### src/rtl/core/wrap_flow_layout_defines.svh
// Assertion macros shared by the wrap flow layout RTL.
`ifndef WRAP_FLOW_LAYOUT_DEFINES_SVH
`define WRAP_FLOW_LAYOUT_DEFINES_SVH

// Implication checked at every clock edge outside reset.
`define WFL_ASSERT(lbl, prop, msg) \
	lbl: assert property (@(posedge clk) disable iff (!arst_n) (prop)) else $error(msg);

// Plain condition that must hold at every clock edge outside reset.
`define WFL_ALWAYS(lbl, cond, msg) \
	lbl: assert property (@(posedge clk) disable iff (!arst_n) (cond)) else $error(msg);

`endif

### src/rtl/core/wfl_pkg.sv
// Shared constants and types of the wrap flow layout block.
package wfl_pkg;

	// Coordinate width, unsigned fixed point 12.4
	localparam int COORD_BITS_DEF = 16;

	// Depth of the queue between front and back
	localparam int QUEUE_DEPTH_DEF = 2;

	// Configuration register indexes
	localparam int CFG_IDX_W = 3;
	localparam logic [CFG_IDX_W-1:0] REG_VERTICAL_MODE = 3'd0;
	localparam logic [CFG_IDX_W-1:0] REG_ITEM_GAP_X    = 3'd1;
	localparam logic [CFG_IDX_W-1:0] REG_ITEM_GAP_Y    = 3'd2;
	localparam logic [CFG_IDX_W-1:0] REG_AREA_LEFT     = 3'd3;
	localparam logic [CFG_IDX_W-1:0] REG_AREA_TOP      = 3'd4;
	localparam logic [CFG_IDX_W-1:0] REG_AREA_WIDTH    = 3'd5;
	localparam logic [CFG_IDX_W-1:0] REG_AREA_HEIGHT   = 3'd6;

	// Per-request flags carried alongside the box sizes
	typedef struct packed {
		logic visible;
		logic last;
	} box_flags_t;

	localparam int FLAGS_W = $bits(box_flags_t);

endpackage

### src/rtl/core/wfl_front.sv
// Front end: takes box requests and sorts their sizes into along-line and across-line terms.
module wfl_front import wfl_pkg::*; #(
	parameter int COORD_BITS = COORD_BITS_DEF
) (
	input  logic                  vertical_mode,
	input  logic                  box_valid,
	output logic                  box_stall,
	input  logic [COORD_BITS-1:0] box_width,
	input  logic [COORD_BITS-1:0] box_height,
	input  logic                  box_visible,
	input  logic                  box_last,
	input  logic                  q_full,
	output logic                  push,
	output logic [COORD_BITS-1:0] len,
	output logic [COORD_BITS-1:0] thick,
	output box_flags_t            flags
);

	// Hold the sender off while the queue has no room
	assign box_stall = q_full;
	assign push      = box_valid & ~q_full;

	// Along-line length and line thickness; hidden boxes carry no size
	always_comb begin
		if (!box_visible) begin
			len   = '0;
			thick = '0;
		end else if (vertical_mode) begin
			len   = box_height;
			thick = box_width;
		end else begin
			len   = box_width;
			thick = box_height;
		end
		flags.visible = box_visible;
		flags.last    = box_last;
	end

endmodule

### src/rtl/core/wfl_queue.sv
// Short request queue between the front end and the placement back end.
`include "wrap_flow_layout_defines.svh"

module wfl_queue import wfl_pkg::*; #(
	parameter int WIDTH = 8,
	parameter int DEPTH = QUEUE_DEPTH_DEF
) (
	input  logic             clk,
	input  logic             arst_n,
	input  logic             push,
	input  logic [WIDTH-1:0] wdata,
	input  logic             pop,
	output logic [WIDTH-1:0] rdata,
	output logic             not_empty,
	output logic             full
);

	localparam int PTR_W = (DEPTH > 1) ? $clog2(DEPTH) : 1;
	localparam int CNT_W = $clog2(DEPTH + 1);
	localparam logic [PTR_W-1:0] PTR_LAST = PTR_W'(DEPTH - 1);
	localparam logic [CNT_W-1:0] CNT_FULL = CNT_W'(DEPTH);

	logic [WIDTH-1:0] mem_q [DEPTH];
	logic [PTR_W-1:0] wr_ptr_q;
	logic [PTR_W-1:0] rd_ptr_q;
	logic [CNT_W-1:0] count_q;

	assign not_empty = (count_q != '0);
	assign full      = (count_q == CNT_FULL);
	assign rdata     = mem_q[rd_ptr_q];

	// Storage
	always_ff @(posedge clk) begin
		if (push) begin
			mem_q[wr_ptr_q] <= wdata;
		end
	end

	// Pointers and fill count
	always_ff @(posedge clk or negedge arst_n) begin
		if (!arst_n) begin
			wr_ptr_q <= '0;
			rd_ptr_q <= '0;
			count_q  <= '0;
		end else begin
			if (push) begin
				wr_ptr_q <= (wr_ptr_q == PTR_LAST) ? '0 : wr_ptr_q + 1'b1;
			end
			if (pop) begin
				rd_ptr_q <= (rd_ptr_q == PTR_LAST) ? '0 : rd_ptr_q + 1'b1;
			end
			if (push && !pop) begin
				count_q <= count_q + 1'b1;
			end else if (pop && !push) begin
				count_q <= count_q - 1'b1;
			end
		end
	end

	`WFL_ALWAYS(a_q_count_bound, count_q <= CNT_FULL, "queue count beyond depth")
	`WFL_ASSERT(a_q_no_underrun, pop |-> count_q != '0, "pop from empty queue")
	`WFL_ASSERT(a_q_fill, (push && !pop) |=> count_q == $past(count_q) + 1'b1, "queue fill miscount")

endmodule

### src/rtl/core/wfl_back.sv
// Back end: line state update, then positions and extents into the result register.
`include "wrap_flow_layout_defines.svh"

module wfl_back import wfl_pkg::*; #(
	parameter int COORD_BITS = COORD_BITS_DEF
) (
	input  logic                  clk,
	input  logic                  arst_n,
	// configuration
	input  logic                  vertical_mode,
	input  logic [COORD_BITS-1:0] item_gap_x,
	input  logic [COORD_BITS-1:0] item_gap_y,
	input  logic [COORD_BITS-1:0] area_left,
	input  logic [COORD_BITS-1:0] area_top,
	input  logic [COORD_BITS-1:0] area_width,
	input  logic [COORD_BITS-1:0] area_height,
	// queue head
	input  logic                  q_valid,
	input  logic [COORD_BITS-1:0] q_len,
	input  logic [COORD_BITS-1:0] q_thick,
	input  box_flags_t            q_flags,
	output logic                  pop,
	// result channel
	output logic                  res_valid,
	input  logic                  res_stall,
	output logic [COORD_BITS-1:0] place_x,
	output logic [COORD_BITS-1:0] place_y,
	output logic                  placed,
	output logic [COORD_BITS-1:0] extent_width,
	output logic [COORD_BITS-1:0] extent_height,
	output logic                  pass_done,
	output logic                  saturated
);

	localparam int CB = COORD_BITS;

	// Saturating add: {clip, value}
	function automatic logic [CB:0] sat_add(input logic [CB-1:0] a, input logic [CB-1:0] b);
		logic [CB:0] s;
		s = {1'b0, a} + {1'b0, b};
		sat_add = s[CB] ? {1'b1, {CB{1'b1}}} : s;
	endfunction

	function automatic logic [CB-1:0] umax(input logic [CB-1:0] a, input logic [CB-1:0] b);
		umax = (a > b) ? a : b;
	endfunction

	// Line state
	logic [CB-1:0] line_used_q;
	logic [CB-1:0] line_thickness_q;
	logic [CB-1:0] closed_lines_span_q;
	logic [CB-1:0] longest_line_q;
	logic          line_has_items_q;
	logic          clip_seen_q;

	// Stage 1 registers
	logic          valid_s1;
	box_flags_t    flags_s1;
	logic [CB-1:0] offset_s1;
	logic [CB-1:0] used_s1;
	logic [CB-1:0] span_s1;
	logic [CB-1:0] thick_s1;
	logic [CB-1:0] longest_s1;
	logic          clip_s1;

	// Result registers
	logic          res_valid_q;
	logic [CB-1:0] place_x_q;
	logic [CB-1:0] place_y_q;
	logic          placed_q;
	logic [CB-1:0] extent_width_q;
	logic [CB-1:0] extent_height_q;
	logic          pass_done_q;
	logic          saturated_q;

	logic out_free;
	logic s1_move;

	assign out_free = ~res_valid_q | ~res_stall;
	assign s1_move  = ~valid_s1 | out_free;
	assign pop      = q_valid & s1_move;

	// Stage 1: wrap decision and new line state
	logic [CB-1:0] limit;
	logic [CB-1:0] gap_along;
	logic [CB-1:0] gap_across;
	logic          wrap;
	logic [CB:0]   span_a;
	logic [CB:0]   span_b;
	logic [CB:0]   used_gap;
	logic [CB-1:0] offset_n;
	logic [CB:0]   used_n;
	logic [CB-1:0] span_n;
	logic [CB-1:0] thick_n;
	logic [CB-1:0] longest_n;
	logic          clip_n;

	always_comb begin
		limit      = vertical_mode ? area_height : area_width;
		gap_along  = vertical_mode ? item_gap_y : item_gap_x;
		gap_across = vertical_mode ? item_gap_x : item_gap_y;
		// exact compare, no clipping
		wrap = q_flags.visible &&
			(({1'b0, line_used_q} + {1'b0, q_len}) > {1'b0, limit});
		span_a   = sat_add(closed_lines_span_q, line_thickness_q);
		span_b   = line_has_items_q ? sat_add(span_a[CB-1:0], gap_across) : span_a;
		used_gap = (line_used_q != '0) ? sat_add(line_used_q, gap_along) : {1'b0, line_used_q};
		offset_n = wrap ? '0 : used_gap[CB-1:0];
		used_n   = sat_add(offset_n, q_len);
		if (q_flags.visible) begin
			span_n    = wrap ? span_b[CB-1:0] : closed_lines_span_q;
			thick_n   = umax(wrap ? '0 : line_thickness_q, q_thick);
			longest_n = wrap ? umax(longest_line_q, line_used_q) : longest_line_q;
			clip_n    = used_n[CB] | (wrap ? (span_a[CB] | span_b[CB]) : used_gap[CB]);
		end else begin
			span_n    = closed_lines_span_q;
			thick_n   = line_thickness_q;
			longest_n = longest_line_q;
			clip_n    = 1'b0;
		end
	end

	always_ff @(posedge clk or negedge arst_n) begin
		if (!arst_n) begin
			line_used_q         <= '0;
			line_thickness_q    <= '0;
			closed_lines_span_q <= '0;
			longest_line_q      <= '0;
			line_has_items_q    <= 1'b0;
			valid_s1            <= 1'b0;
		end else begin
			if (s1_move) begin
				valid_s1 <= pop;
			end
			if (pop) begin
				if (q_flags.last) begin
					line_used_q         <= '0;
					line_thickness_q    <= '0;
					closed_lines_span_q <= '0;
					longest_line_q      <= '0;
					line_has_items_q    <= 1'b0;
				end else if (q_flags.visible) begin
					line_used_q         <= used_n[CB-1:0];
					line_thickness_q    <= thick_n;
					closed_lines_span_q <= span_n;
					longest_line_q      <= longest_n;
					line_has_items_q    <= 1'b1;
				end
			end
		end
	end

	always_ff @(posedge clk) begin
		if (pop) begin
			flags_s1   <= q_flags;
			offset_s1  <= offset_n;
			used_s1    <= q_flags.visible ? used_n[CB-1:0] : line_used_q;
			span_s1    <= span_n;
			thick_s1   <= thick_n;
			longest_s1 <= longest_n;
			clip_s1    <= clip_n;
		end
	end

	// Stage 2: positions, extents and the sticky clip flag
	logic [CB:0]   along_pos;
	logic [CB:0]   across_pos;
	logic [CB:0]   across_ext;
	logic [CB-1:0] along_ext;
	logic          clip_item;
	logic          seen_n;

	always_comb begin
		along_pos  = sat_add(vertical_mode ? area_top : area_left, offset_s1);
		across_pos = sat_add(vertical_mode ? area_left : area_top, span_s1);
		across_ext = sat_add(span_s1, thick_s1);
		along_ext  = umax(longest_s1, used_s1);
		clip_item  = clip_s1 | across_ext[CB] |
			(flags_s1.visible & (along_pos[CB] | across_pos[CB]));
		seen_n     = clip_seen_q | clip_item;
	end

	always_ff @(posedge clk or negedge arst_n) begin
		if (!arst_n) begin
			res_valid_q <= 1'b0;
			clip_seen_q <= 1'b0;
		end else if (out_free) begin
			res_valid_q <= valid_s1;
			if (valid_s1) begin
				clip_seen_q <= flags_s1.last ? 1'b0 : seen_n;
			end
		end
	end

	always_ff @(posedge clk) begin
		if (out_free && valid_s1) begin
			if (!flags_s1.visible) begin
				place_x_q <= '0;
				place_y_q <= '0;
			end else if (vertical_mode) begin
				place_x_q <= across_pos[CB-1:0];
				place_y_q <= along_pos[CB-1:0];
			end else begin
				place_x_q <= along_pos[CB-1:0];
				place_y_q <= across_pos[CB-1:0];
			end
			extent_width_q  <= vertical_mode ? across_ext[CB-1:0] : along_ext;
			extent_height_q <= vertical_mode ? along_ext : across_ext[CB-1:0];
			placed_q        <= flags_s1.visible;
			pass_done_q     <= flags_s1.last;
			saturated_q     <= seen_n;
		end
	end

	assign res_valid     = res_valid_q;
	assign place_x       = place_x_q;
	assign place_y       = place_y_q;
	assign placed        = placed_q;
	assign extent_width  = extent_width_q;
	assign extent_height = extent_height_q;
	assign pass_done     = pass_done_q;
	assign saturated     = saturated_q;

	`WFL_ASSERT(a_s1_hold, (valid_s1 && !out_free) |=> valid_s1 && $stable(used_s1), "stage 1 lost a request under stall")
	`WFL_ASSERT(a_pass_clear, (pop && q_flags.last) |=> line_used_q == '0 && !line_has_items_q, "line state not cleared after last box")
	`WFL_ASSERT(a_hidden_origin, (res_valid_q && !placed_q) |-> place_x_q == '0 && place_y_q == '0, "hidden box given a position")

endmodule

### src/rtl/core/wrap_flow_layout.sv
// Wrap flow layout top level: configuration registers, front end, queue and back end.
// Greedy next-fit wrap layout of a box stream, one box per clock sustained while the result
// channel does not stall. An accepted box request is written into the queue (two entries by
// default), is popped from it into the line state update and the stage 1 registers, and its
// result is then registered in the output register. The line state loop in the back end
// (wrap compare, gap add and length add on the current line) limits the rate to one box per
// cycle. A stalled result does not stop acceptance until the queue fills.
// Configuration writes are always taken (cfg_ready is tied high); write only between passes.
// All coordinates are unsigned fixed point 12.4 by default and saturate, with a sticky flag.
`include "wrap_flow_layout_defines.svh"

module wrap_flow_layout import wfl_pkg::*; #(
	parameter int COORD_BITS  = COORD_BITS_DEF,
	parameter int QUEUE_DEPTH = QUEUE_DEPTH_DEF
) (
	input  logic                  clk,
	input  logic                  arst_n,
	// configuration write channel
	input  logic                  cfg_valid,
	output logic                  cfg_ready,
	input  logic [CFG_IDX_W-1:0]  cfg_index,
	input  logic [COORD_BITS-1:0] cfg_data,
	// box requests
	input  logic                  box_valid,
	output logic                  box_stall,
	input  logic [COORD_BITS-1:0] box_width,
	input  logic [COORD_BITS-1:0] box_height,
	input  logic                  box_visible,
	input  logic                  box_last,
	// placement results
	output logic                  res_valid,
	input  logic                  res_stall,
	output logic [COORD_BITS-1:0] place_x,
	output logic [COORD_BITS-1:0] place_y,
	output logic                  placed,
	output logic [COORD_BITS-1:0] extent_width,
	output logic [COORD_BITS-1:0] extent_height,
	output logic                  pass_done,
	output logic                  saturated
);

	localparam int QW = 2 * COORD_BITS + FLAGS_W;

	logic                  vertical_mode_q;
	logic [COORD_BITS-1:0] item_gap_x_q;
	logic [COORD_BITS-1:0] item_gap_y_q;
	logic [COORD_BITS-1:0] area_left_q;
	logic [COORD_BITS-1:0] area_top_q;
	logic [COORD_BITS-1:0] area_width_q;
	logic [COORD_BITS-1:0] area_height_q;

	assign cfg_ready = 1'b1;

	// Configuration registers; unknown indexes are dropped
	always_ff @(posedge clk or negedge arst_n) begin
		if (!arst_n) begin
			vertical_mode_q <= 1'b0;
			item_gap_x_q    <= '0;
			item_gap_y_q    <= '0;
			area_left_q     <= '0;
			area_top_q      <= '0;
			area_width_q    <= '1;
			area_height_q   <= '1;
		end else if (cfg_valid && cfg_ready) begin
			case (cfg_index)
				REG_VERTICAL_MODE: vertical_mode_q <= cfg_data[0];
				REG_ITEM_GAP_X:    item_gap_x_q    <= cfg_data;
				REG_ITEM_GAP_Y:    item_gap_y_q    <= cfg_data;
				REG_AREA_LEFT:     area_left_q     <= cfg_data;
				REG_AREA_TOP:      area_top_q      <= cfg_data;
				REG_AREA_WIDTH:    area_width_q    <= cfg_data;
				REG_AREA_HEIGHT:   area_height_q   <= cfg_data;
				default: ;
			endcase
		end
	end

	// Front end
	logic                  push;
	logic                  q_full;
	logic [COORD_BITS-1:0] f_len;
	logic [COORD_BITS-1:0] f_thick;
	box_flags_t            f_flags;

	wfl_front #(.COORD_BITS(COORD_BITS)) u_front (
		.vertical_mode (vertical_mode_q),
		.box_valid     (box_valid),
		.box_stall     (box_stall),
		.box_width     (box_width),
		.box_height    (box_height),
		.box_visible   (box_visible),
		.box_last      (box_last),
		.q_full        (q_full),
		.push          (push),
		.len           (f_len),
		.thick         (f_thick),
		.flags         (f_flags)
	);

	// Queue between front and back
	logic [QW-1:0]         q_rdata;
	logic                  q_valid;
	logic                  pop;
	logic [COORD_BITS-1:0] q_len;
	logic [COORD_BITS-1:0] q_thick;
	box_flags_t            q_flags;

	wfl_queue #(.WIDTH(QW), .DEPTH(QUEUE_DEPTH)) u_queue (
		.clk       (clk),
		.arst_n    (arst_n),
		.push      (push),
		.wdata     ({f_flags, f_thick, f_len}),
		.pop       (pop),
		.rdata     (q_rdata),
		.not_empty (q_valid),
		.full      (q_full)
	);

	assign q_len   = q_rdata[COORD_BITS-1:0];
	assign q_thick = q_rdata[2*COORD_BITS-1:COORD_BITS];
	assign q_flags = box_flags_t'(q_rdata[QW-1:2*COORD_BITS]);

	// Back end
	wfl_back #(.COORD_BITS(COORD_BITS)) u_back (
		.clk           (clk),
		.arst_n        (arst_n),
		.vertical_mode (vertical_mode_q),
		.item_gap_x    (item_gap_x_q),
		.item_gap_y    (item_gap_y_q),
		.area_left     (area_left_q),
		.area_top      (area_top_q),
		.area_width    (area_width_q),
		.area_height   (area_height_q),
		.q_valid       (q_valid),
		.q_len         (q_len),
		.q_thick       (q_thick),
		.q_flags       (q_flags),
		.pop           (pop),
		.res_valid     (res_valid),
		.res_stall     (res_stall),
		.place_x       (place_x),
		.place_y       (place_y),
		.placed        (placed),
		.extent_width  (extent_width),
		.extent_height (extent_height),
		.pass_done     (pass_done),
		.saturated     (saturated)
	);

	`WFL_ASSERT(a_full_stalls, q_full |-> box_stall, "request taken while queue full")
	`WFL_ASSERT(a_hidden_unplaced, (res_valid && !placed) |-> place_x == '0, "hidden box placed")
	`WFL_ASSERT(a_cfg_stable, !(cfg_valid && cfg_ready) |=> $stable(area_width_q) && $stable(vertical_mode_q), "config changed without write")

endmodule
### config.mk
export PLATFORM = sky130hd
export DESIGN_NAME = wrap_flow_layout
export DESIGN_NICKNAME = d
export VERILOG_FILES = /design/src/rtl/core/wfl_pkg.sv /design/src/rtl/core/wfl_front.sv /design/src/rtl/core/wfl_queue.sv /design/src/rtl/core/wfl_back.sv /design/src/rtl/core/wrap_flow_layout.sv
export VERILOG_INCLUDE_DIRS = /design/src /design/src/rtl/core
export SDC_FILE = /design/constraint.sdc
export NUM_CORES = 1
export LEC_CHECK = 0
export BUFFER_PORTS_ARGS = -buffer_cell sky130_fd_sc_hd__buf_2
export CAP_MARGIN = 20
export CELL_PAD_IN_SITES_DETAIL_PLACEMENT = 0
export CELL_PAD_IN_SITES_GLOBAL_PLACEMENT = 1
export CORE_MARGIN = 1
export CORE_UTILIZATION = 46
export CTS_CLUSTER_SIZE = 10
export DETAILED_ROUTE_END_ITERATION = 16
export HOLD_SLACK_MARGIN = 0.03
export PLACE_DENSITY = 0.86
export SLEW_MARGIN = 20
export SYNTH_ARGS = -nofsm -noshare
export SYNTH_HDL_FRONTEND = slang
export SYNTH_SLANG_ARGS = --single-unit
### constraint.sdc
create_clock -name clk -period 7.5 [get_ports clk]
set_input_delay 0.375 -clock clk [delete_from_list [all_inputs] [get_ports clk]]
set_output_delay 0.375 -clock clk [all_outputs]
set_load 0.05 [all_outputs]
==> results_dict.tcl, run 1 <==
set metrics [dict create \
    drc 0 \
    dieArea_mm2 0.0535 \
    vias 17900 \
    place.gp.congestion 0.956 \
    syn_nets 2399 \
    via_per_inst 5.95 \
    core_area_mm2 0.0516 \
    syn_area_per_cell_um2 11.3 \
    ys_seq_area_share_pct 44.7 \
    hold_ws_ns 0.147 \
    clk_latency_ns 0.58 \
    cts_sinks 387 \
    setup_violations 0 \
    hold_violations 0 \
    routedWlPerCell_um 24.0 \
    drive_gt1_share_pct 22.3 \
    ys.warnings.count 0 \
    critical-path-top-delay-family "compound AO/OA/AOI/OAI gates" \
    report.final.slew_viol_count 0 \
    synth.distinct_cells 85 \
    critPathSlowestCell "a311o_1" \
    slowest_delay_ns 0.51 \
    dp.cells 2915 \
    fillers 4478 \
    yosys_most_used_dff "edfxtp_1" \
    cts_setup_buffers 0 \
    skew_ns 0.0169 \
    stdcell_count 3005 \
    final_nets 2546 \
    place_ws_ns 0.270 \
    synth.area.top_cells "edfxtp_1, dfrtp_1, ha_1" \
    syn_to_final_growth_pct 12.2 \
    status "finished clean" \
    cpMostUsedCell "a21oi_1" \
    netlist_area_mm2 0.0242 \
    fin_ws_ns 0.355 \
    maxSlewHeadroom_pct 31.9 \
    yosysMostFrequentCell "edfxtp_1" \
    rows 83 \
    hold_path_class "in2reg" \
    fin_crit_sh_pct 95.3 \
    dr.pass1.iters 6 \
    required_ns 7.80 \
    die_h_um 231 \
    largest-register "u_queue.mem_q" \
    worstSetupEndpointType "register" \
    start_util_pct 46.9 \
    clock_path_buffers 3 \
    synth_cells 2140 \
    worstSetupPathType "reg2reg" \
    wl_um 72000 \
    grt_max_degree 79 \
    io_pins 128 \
    synth_top_area_share_pct 27.0 \
    ys_seq_elements 387 \
    antenna_left 0 \
    grtUsageTotal_pct 27.1 \
    synth_edf_count 218 \
    worst_pin_slew_ns 1.02 \
    cts_tree "built" \
    hpwl_um 56500 \
    io_buffers 126 \
    numCtsBuffers 47 \
    async_flop_share_pct 43.7 \
    antenna_found_initial 5 \
    synth_commonest_cells "edfxtp_1, mux2_2, ha_1, dfrtp_1, a21oi_1" \
    cp.buffers_inverters 1 \
    rsz0062_at_grt "false" \
    die_w_um 231 \
    htree_levels 2 \
    crit_path_start_kind "register" \
    grt_pass1_vias 17600 \
    drv_cap 0 \
    max_freq_ghz 0.140 \
    tns_ns 0 \
    grt_overflow 0 \
    path_max_fanout 12 \
    post-route-min-period_ns 7.15 \
    clkSlewWorstSetupHoldPaths_ns 0.06 \
    yosysTopAreaCell "edfxtp_1" \
    worstPathArrival_ns 7.45 \
    largest_register_ff_count 68 \
    grt_pass1_wl_um 108000 \
    cts-root-buf "clkbuf_16" \
    drt_iter0_drc 1591 \
]
[per-layer routing]
layer	vias up	routed length, um	share of wire [%]	track usage (%)
li1	8343	-	-	-
met4	2	3020	4.2	11.8
met5	-	13	0.018	0
met2	603	33400	46	44.3
met1	8788	31400	44	36.1
met3	149	4170	5.8	3.43
[kinds of logic after synthesis]
group	synth area share, %
XOR/XNOR	3.26
flip-flops	44.7
AO/OA/AOI/OAI	15.4
adder cells (fa/ha/maj)	10.6
AND/OR/NAND/NOR	9.49
other	0.0155
buffers and inverters	2.77
multiplexers	13.7
[worst reg2reg max path: stages (launching register included)]
cell and delay (ns):
dfrtp_1 0.39, mux2_2 0.38, ha_1 0.22, fa_1 0.45
a211oi_1 0.32, o21ai_1 0.13, or3b_4 0.27, a311oi_4 0.13
a21o_1 0.23, a21oi_1 0.17, xnor2_1 0.14, ha_1 0.26
a21o_1 0.18, a211oi_1 0.24, o2111a_1 0.22, o31a_1 0.26
a21o_1 0.19, nand2b_2 0.13, buf_4 0.22, a21oi_1 0.48
ha_1 0.39, a21o_1 0.18, a21oi_1 0.25, o21ai_0 0.21
a311o_1 0.51, a21oi_1 0.24, a21oi_1 0.10
[area by class of cell]
type / count / area (um2) / share of cell area (%)
repair buffers: 175 / 1010 / 3.73
clock inverters: 8 / 46.3 / 0.171
flip-flops and latches: 387 / 10800 / 39.8
well taps: 680 / 851 / 3.13
inverters: 93 / 350 / 1.29
diodes: 1 / 2.50 / 0.00922
multi-input cells: 1583 / 12800 / 47.0
clock buffers: 78 / 1300 / 4.80
[stage by stage]
stage / area, um2 / util [%]
final: 27100 / 52.6
after global routing: 27100 / 52.6
after CTS: 27100 / 52.6
after detailed placement: 25700 / 49.9
after global placement: 25700 / 49.9
after floorplan: 24200 / -
[repair_timing]
action / in CTS / in global routing
gates resized for setup: 0 / 8
hold endpoints to repair: 37 / 0
endpoints found under the setup margin: 0 / 23
hold buffers: 3 / 0
[placed cells by master, fill, tap and decap left out, types with 17 or more instances in the layout]
master	n
nand2b_1	29
dfstp_2	32
nand2_1	80
a22o_1	45
and2_1	20
nor3_1	59
ha_1	193
xnor2_1	58
clkbuf_16	47
inv_1	91
a31oi_1	19
mux2_2	210
a21oi_1	130
buf_4	46
o21a_1	34
nor2_1	127
nand3_1	18
buf_2	125
a211oi_1	32
nor2b_1	51
o21ai_0	64
edfxtp_1	218
xor2_1	32
mux2i_1	81
o21bai_1	17
dfrtp_1	136
clkbuf_1	30
a21o_1	61
[path summary, 6_finish.rpt]
| check | start | to | slack, ns | depth (start not counted) |
|---|---|---|---|---|
| worst max-delay path | u_queue.rd_ptr_q$_DFFE_PN0P_ | u_back.used_s1[3]$_DFFE_PP_ | 0.35 | 26 |
| worst max register to register | u_queue.rd_ptr_q$_DFFE_PN0P_ | u_back.used_s1[3]$_DFFE_PP_ | 0.35 | 26 |
| worst min register to register | u_back.longest_line_q[0]$_DFFE_PN0P_ | u_back.longest_line_q[0]$_DFFE_PN0P_ | 0.49 | 1 |
| worst min-delay path | cfg_data[4] | area_height_q[4]$_DFFE_PN1P_ | 0.15 | 2 |
| min in group asynchronous | arst_n | u_back.longest_line_q[5]$_DFFE_PN0P_ | 0.26 | 2 |
| max in group asynchronous | arst_n | vertical_mode_q$_DFFE_PN0P_ | 5.80 | 3 |
Power of run 1 is not shown: default switching activity piles up to over one toggle a cycle in this logic, so the estimate is an artifact.
==> inputs of run 2 (changes only) <==
==> constraint.sdc (replaced) <==
create_clock -name clk -period 5.9 [get_ports clk]
set_input_delay 0.295 -clock clk [delete_from_list [all_inputs] [get_ports clk]]
set_output_delay 0.295 -clock clk [all_outputs]
set_load 0.05 [all_outputs]
==> run 2 against run 1 <==
Against the previous run:
- the run now ends with negative setup slack left
- global-route usage grew 0.16 points
- register-to-register slack lost 0.72 ns
- final cell count grew 4.9%
- design area grew 6.9%
- critical path depth grew 7
- fmax grew 14%
- worst hold slack lost 0.098 ns
- wire length grew 1.2%
==> results_dict.tcl, run 2 (synthesis gave the netlist of run 1 again) <==
set metrics [dict create \
    status "complete, but fails checks" \
    met3_usage_pct 4.05 \
    syn_to_final_growth_pct 19.9 \
    fin_ws_ns -0.367 \
    grt.busiest_layer "met2" \
    clock_path_buffers 3 \
    wl_um 72900 \
    final_cell_mix "edfxtp_1, mux2_2, ha_1, buf_4, dfrtp_1" \
    endpoint "u_back.thick_s1[5]$_DFFE_PP_" \
    report.final.slew_viol_count 0 \
    layout_commonest_cell "edfxtp_1" \
    core_area_mm2 0.0516 \
    grtUsageTotal_pct 27.3 \
    cpMostUsedCell "buf_6" \
    violations "negative setup slack" \
    die_w_um 231 \
    post-route-min-period_ns 6.27 \
    grt_overflow 0 \
    worstSetupPathType "reg2reg" \
    maxSlewHeadroom_pct 31.1 \
    finalCoreUtilization_pct 56.2 \
    setup_violations 65 \
    clkSlewWorstSetupHoldPaths_ns 0.06 \
    hold_violations 0 \
    place.gp.congestion 1.03 \
    tns_ns -16.15 \
    hold_path_class "in2reg" \
    dr.pass1.iters 5 \
    worstSetupEndpointType "register" \
    final_nets 2691 \
    worstPathArrival_ns 6.73 \
    largest_register_ff_count 68 \
    cts-root-buf "clkbuf_16" \
    fin_crit_sh_pct 106 \
    rows 83 \
    grt_pass1_wl_um 110000 \
    crit_start "u_queue.rd_ptr_q$_DFFE_PN0P_" \
    routedWlPerCell_um 23.1 \
    required_ns 6.36 \
    antenna_found_initial 3 \
    critPathSlowestCell "dfrtp_1" \
    drt_iter0_drc 1503 \
    hpwl_um 56600 \
    die_h_um 231 \
    r2r_setup_slack_ns -0.37 \
    clk_latency_ns 0.61 \
    path_max_fanout 7 \
    r2r_cells 33 \
    start_util_pct 46.9 \
    r2r-start "u_queue.rd_ptr_q$_DFFE_PN0P_" \
    cts_sinks 387 \
    io_pins 128 \
    met2_usage_pct 43.6 \
    via_per_inst 5.90 \
    grt_pass1_vias 18200 \
    cts_tree "built" \
    skew_ns 0.0337 \
    drive_gt1_share_pct 29.8 \
    hold_ws_ns 0.0495 \
    crit_path_start_kind "register" \
    rsz0062_at_grt "true" \
    slowest_delay_ns 0.39 \
    antenna_left 0 \
    r2r-end "u_back.thick_s1[5]$_DFFE_PP_" \
    largest-register "u_queue.mem_q" \
    worst_pin_slew_ns 1.03 \
    htree_levels 2 \
    grt_max_degree 81 \
    io_buffers 126 \
    hp-start "box_valid" \
    dieArea_mm2 0.0535 \
    drv_cap 0 \
    numCtsBuffers 47 \
    drc 0 \
    worstHoldPathCells 3 \
    max_freq_ghz 0.160 \
    grt_use_met1_pct 36.8 \
    vias 18600 \
]
## run 2: cell count changes in the layout (fill, tap and decap cells not counted), moves of 5 or more
cell,delta
a211oi_2,+5
a21oi_1,-17
and2_4,+7
a211oi_1,-6
buf_6,+13
and2_1,-7
mux2_4,+6
o21ai_0,-6
ha_4,+15
mux2_2,-6
buf_12,+5
a21oi_2,+15
buf_4,+120
ha_1,-17
## run 2: how the worst min path moves through the flow
stage | endpoint | slack (ns)
after floorplan | area_left_q[0]$_DFFE_PN0P_ | -0.0006
after global placement | u_back.longest_line_q[10]$_DFFE_PN0P_ | 0.30
after detailed placement | u_back.longest_line_q[8]$_DFFE_PN0P_ | 0.30
after CTS | area_left_q[6]$_DFFE_PN0P_ | 0.03
after global routing | item_gap_x_q[6]$_DFFE_PN0P_ | 0.04
final | u_queue.wr_ptr_q$_DFFE_PN0P_ | 0.05
## run 2: repair_timing
action / CTS / global route
buffers inserted: 23 / 2
hold buffers: 4 / 0
endpoints found under the setup margin: 65 / 74
endpoints found under the hold margin: 58 / 0
pin swaps: 32 / 6
gates cloned: 3 / 0
resized for setup: 74 / 14
## run 2: worst max-delay path: cells and delay by family (launching register included)
kind / cells / cell delay, ns
and+or+nand+nor: 5 / 0.97
AOI/OAI and AO/OA: 12 / 2.06
DFF: 1 / 0.39
xor gates and xnor gates: 1 / 0.13
buffers and inverters: 10 / 1.27
adders and majority gates: 4 / 1.01
muxes: 1 / 0.31
## run 2: through the flow
stage | std cells | cell area (um2) | setup slack [ns]
after floorplan | 2140 | 24500 | -0.419
after global placement | 3030 | 26900 | -0.572
after detailed placement | 3030 | 26900 | -0.736
after CTS | 3146 | 28900 | -0.253
after global routing | 3150 | 29000 | -0.572
final | 3151 | 29000 | -0.367
## run 2: per-layer routing
layer  wire, um  vias to the layer above
li1           -                     8674
met1      31600                     9124
met2      33300                      649
met3       4470                      155
met4       3570                        4
met5         28                        -
## run 2: area by class of cell
| class | instances | area (um2) |
|---|---|---|
| diodes | 1 | 2.50 |
| clock buffers | 79 | 1350 |
| clock inverters | 8 | 85.1 |
| fillers | 4274 | 22600 |
| inverters | 93 | 350 |
| multi-input cells | 1584 | 13300 |
| flip-flops and latches | 387 | 10800 |
| well taps | 680 | 851 |
| repair buffers | 319 | 2270 |
Power of run 2 is left out for the same reason.
==> inputs of run 3 (changes only) <==
--- a/config.mk
+++ b/config.mk
@@ -10,12 +10,13 @@
 export CAP_MARGIN = 20
 export CELL_PAD_IN_SITES_DETAIL_PLACEMENT = 0
 export CELL_PAD_IN_SITES_GLOBAL_PLACEMENT = 1
-export CORE_MARGIN = 1
+export CORE_MARGIN = 3
 export CORE_UTILIZATION = 46
 export CTS_CLUSTER_SIZE = 10
 export DETAILED_ROUTE_END_ITERATION = 16
 export HOLD_SLACK_MARGIN = 0.03
 export PLACE_DENSITY = 0.86
+export SETUP_SLACK_MARGIN = 0.15
 export SLEW_MARGIN = 20
 export SYNTH_ARGS = -nofsm -noshare
 export SYNTH_HDL_FRONTEND = slang
==> run 3 against run 2 <==
Against the previous run:
- the flow still finishes with violations (negative setup slack)
- via count up 0.52%
- wire length grew 1.7%
- fmax is 0.37% higher
- critical path type unchanged
- setup slack improved by 0.023 ns
- clock-buffer cell count rose by 3
- die area rose by 3.5%
==> results_dict.tcl, run 3 (synthesis gave the netlist of run 1 again) <==
set metrics [dict create \
    max_freq_ghz 0.160 \
    crit_path_start_kind "register" \
    hold_path_class "in2reg" \
    worstHoldPathCells 3 \
    die_h_um 235 \
    setup_violations 65 \
    r2r-end "u_back.used_s1[3]$_DFFE_PP_" \
    crit_start "u_queue.rd_ptr_q$_DFFE_PN0P_" \
    via_per_inst 5.92 \
    rows 83 \
    violations "negative setup slack" \
    io_pins 128 \
    final_cell_mix "edfxtp_1, mux2_2, ha_1, buf_4, dfrtp_1" \
    grt_max_degree 76 \
    report.final.slew_viol_count 0 \
    antenna_left 0 \
    largest_register_ff_count 68 \
    grt_pass1_wl_um 111000 \
    hold_violations 0 \
    worstPathArrival_ns 6.56 \
    required_ns 6.21 \
    worstSetupEndpointType "register" \
    cts_tree "built" \
    status "complete, but fails checks" \
    cts-root-buf "clkbuf_16" \
    holdPathEnd "u_queue.wr_ptr_q$_DFFE_PN0P_" \
    slowest_delay_ns 0.48 \
    grt_pass1_vias 18400 \
    fin_ws_ns -0.344 \
    antennaDiodeCount 0 \
    skew_ns 0.0229 \
    htree_levels 2 \
    worst_pin_slew_ns 1.04 \
    final_nets 2699 \
    die_w_um 235 \
    rsz0062_at_grt "true" \
    syn_to_final_growth_pct 20.7 \
    drt_iter0_drc 1649 \
    worstSetupPathType "reg2reg" \
    largest-register "u_queue.mem_q" \
    drive_gt1_share_pct 30.5 \
    r2r_cells 26 \
    wl_um 74200 \
    grt_overflow 0 \
    cts_sinks 387 \
    io_buffers 126 \
    vias 18700 \
    core_area_mm2 0.0517 \
    drc 0 \
    design_area_mm2 0.0292 \
    hp-start "box_valid" \
    r2r-start "u_queue.rd_ptr_q$_DFFE_PN0P_" \
    place_ws_ns -0.742 \
    place.gp.congestion 0.970 \
    numCtsBuffers 47 \
    start_util_pct 46.8 \
    maxSlewHeadroom_pct 30.3 \
    grtUsageTotal_pct 26.0 \
    clock_path_buffers 3 \
    clkSlewWorstSetupHoldPaths_ns 0.06 \
    hpwl_um 57700 \
    cp.buffers_inverters 0 \
    dieArea_mm2 0.0554 \
    r2r_setup_slack_ns -0.34 \
    routedWlPerCell_um 23.5 \
    post-route-min-period_ns 6.24 \
    antenna_found_initial 0 \
    layout_commonest_cell "edfxtp_1" \
    clk_latency_ns 0.59 \
    drv_cap 0 \
    fin_crit_sh_pct 106 \
    path_max_fanout 8 \
    critPathSlowestCell "dfrtp_2" \
    dr.pass1.iters 5 \
    place_area_mm2 0.0269 \
    critical-path-top-delay-family "compound AO/OA/AOI/OAI gates" \
]
-- run 3: changes by cell type in the layout (fill, tap and decap cells not counted), sizes merged --
| cell | change |
|---|---|
| dlygate4sd3 | -1 |
| bufbuf | +1 |
| clkinvlp | -2 |
| diode | -1 |
| clkinv | -2 |
| buf | +8 |
| clkbuf | +3 |
| inv | +1 |
-- run 3: area by class of cell --
type | instances | area [um2]
multi-input cells | 1584 | 13400
repair buffers | 327 | 2340
fillers | 4287 | 22500
well taps | 680 | 851
flip-flops and latches | 387 | 10800
clock buffers | 82 | 1390
clock inverters | 5 | 46.3
inverters | 93 | 350
-- run 3: what timing repair did --
item                                    CTS  global route
hold buffers                              3             0
endpoints found under the setup margin   65            82
setup buffers                            22             6
hold endpoints to repair                 77             0
resized for setup                        80            36
gates cloned                              3             1
pin swaps                                45            18
-- run 3: layer usage --
metal  share of wire (%)  vias up  GRT usage (%)
li1                    -     8671              -
met1                  43     9242           34.9
met2                  46      660           42.8
met3                 6.0      130           3.97
met4                 4.1        0           9.77
met5                   0        -              0
-- run 3: worst min-delay path, stage by stage --
cell and delay, ns:
buf_2 0.11, nand2_1 0.11, xnor2_1 0.08
-- run 3: worst max path at each step --
| stage | end | slack [ns] | cells past startpoint |
|---|---|---|---|
| 6_report | u_back.used_s1[3]$_DFFE_PP_ | -0.34 | 26 |
| 5_1_grt | u_back.thick_s1[12]$_DFFE_PP_ | -0.55 | 33 |
| 4_1_cts | u_back.used_s1[3]$_DFFE_PP_ | -0.26 | 26 |
| 3_5_place_dp | u_back.used_s1[10]$_DFFE_PP_ | -0.74 | 25 |
| 3_3_place_gp | u_back.used_s1[15]$_DFFE_PP_ | -0.59 | 28 |
| 2_1_floorplan | u_back.used_s1[10]$_DFFE_PP_ | -0.42 | 31 |
-- run 3: metrics by stage --
stage	instances	hold slack (ns)	utilization, %	TNS [ns]
after CTS	3151	0.0346	56.0	-11.16
after global routing	3158	0.0601	56.5	-30.57
final	3158	0.0689	56.5	-15.50
after global placement	3036	0.393	52.0	-29.01
after floorplan	2140	-0.000591	-	-18.65
after detailed placement	3036	0.407	52.0	-39.18
Power of run 3 is left out for the same reason.
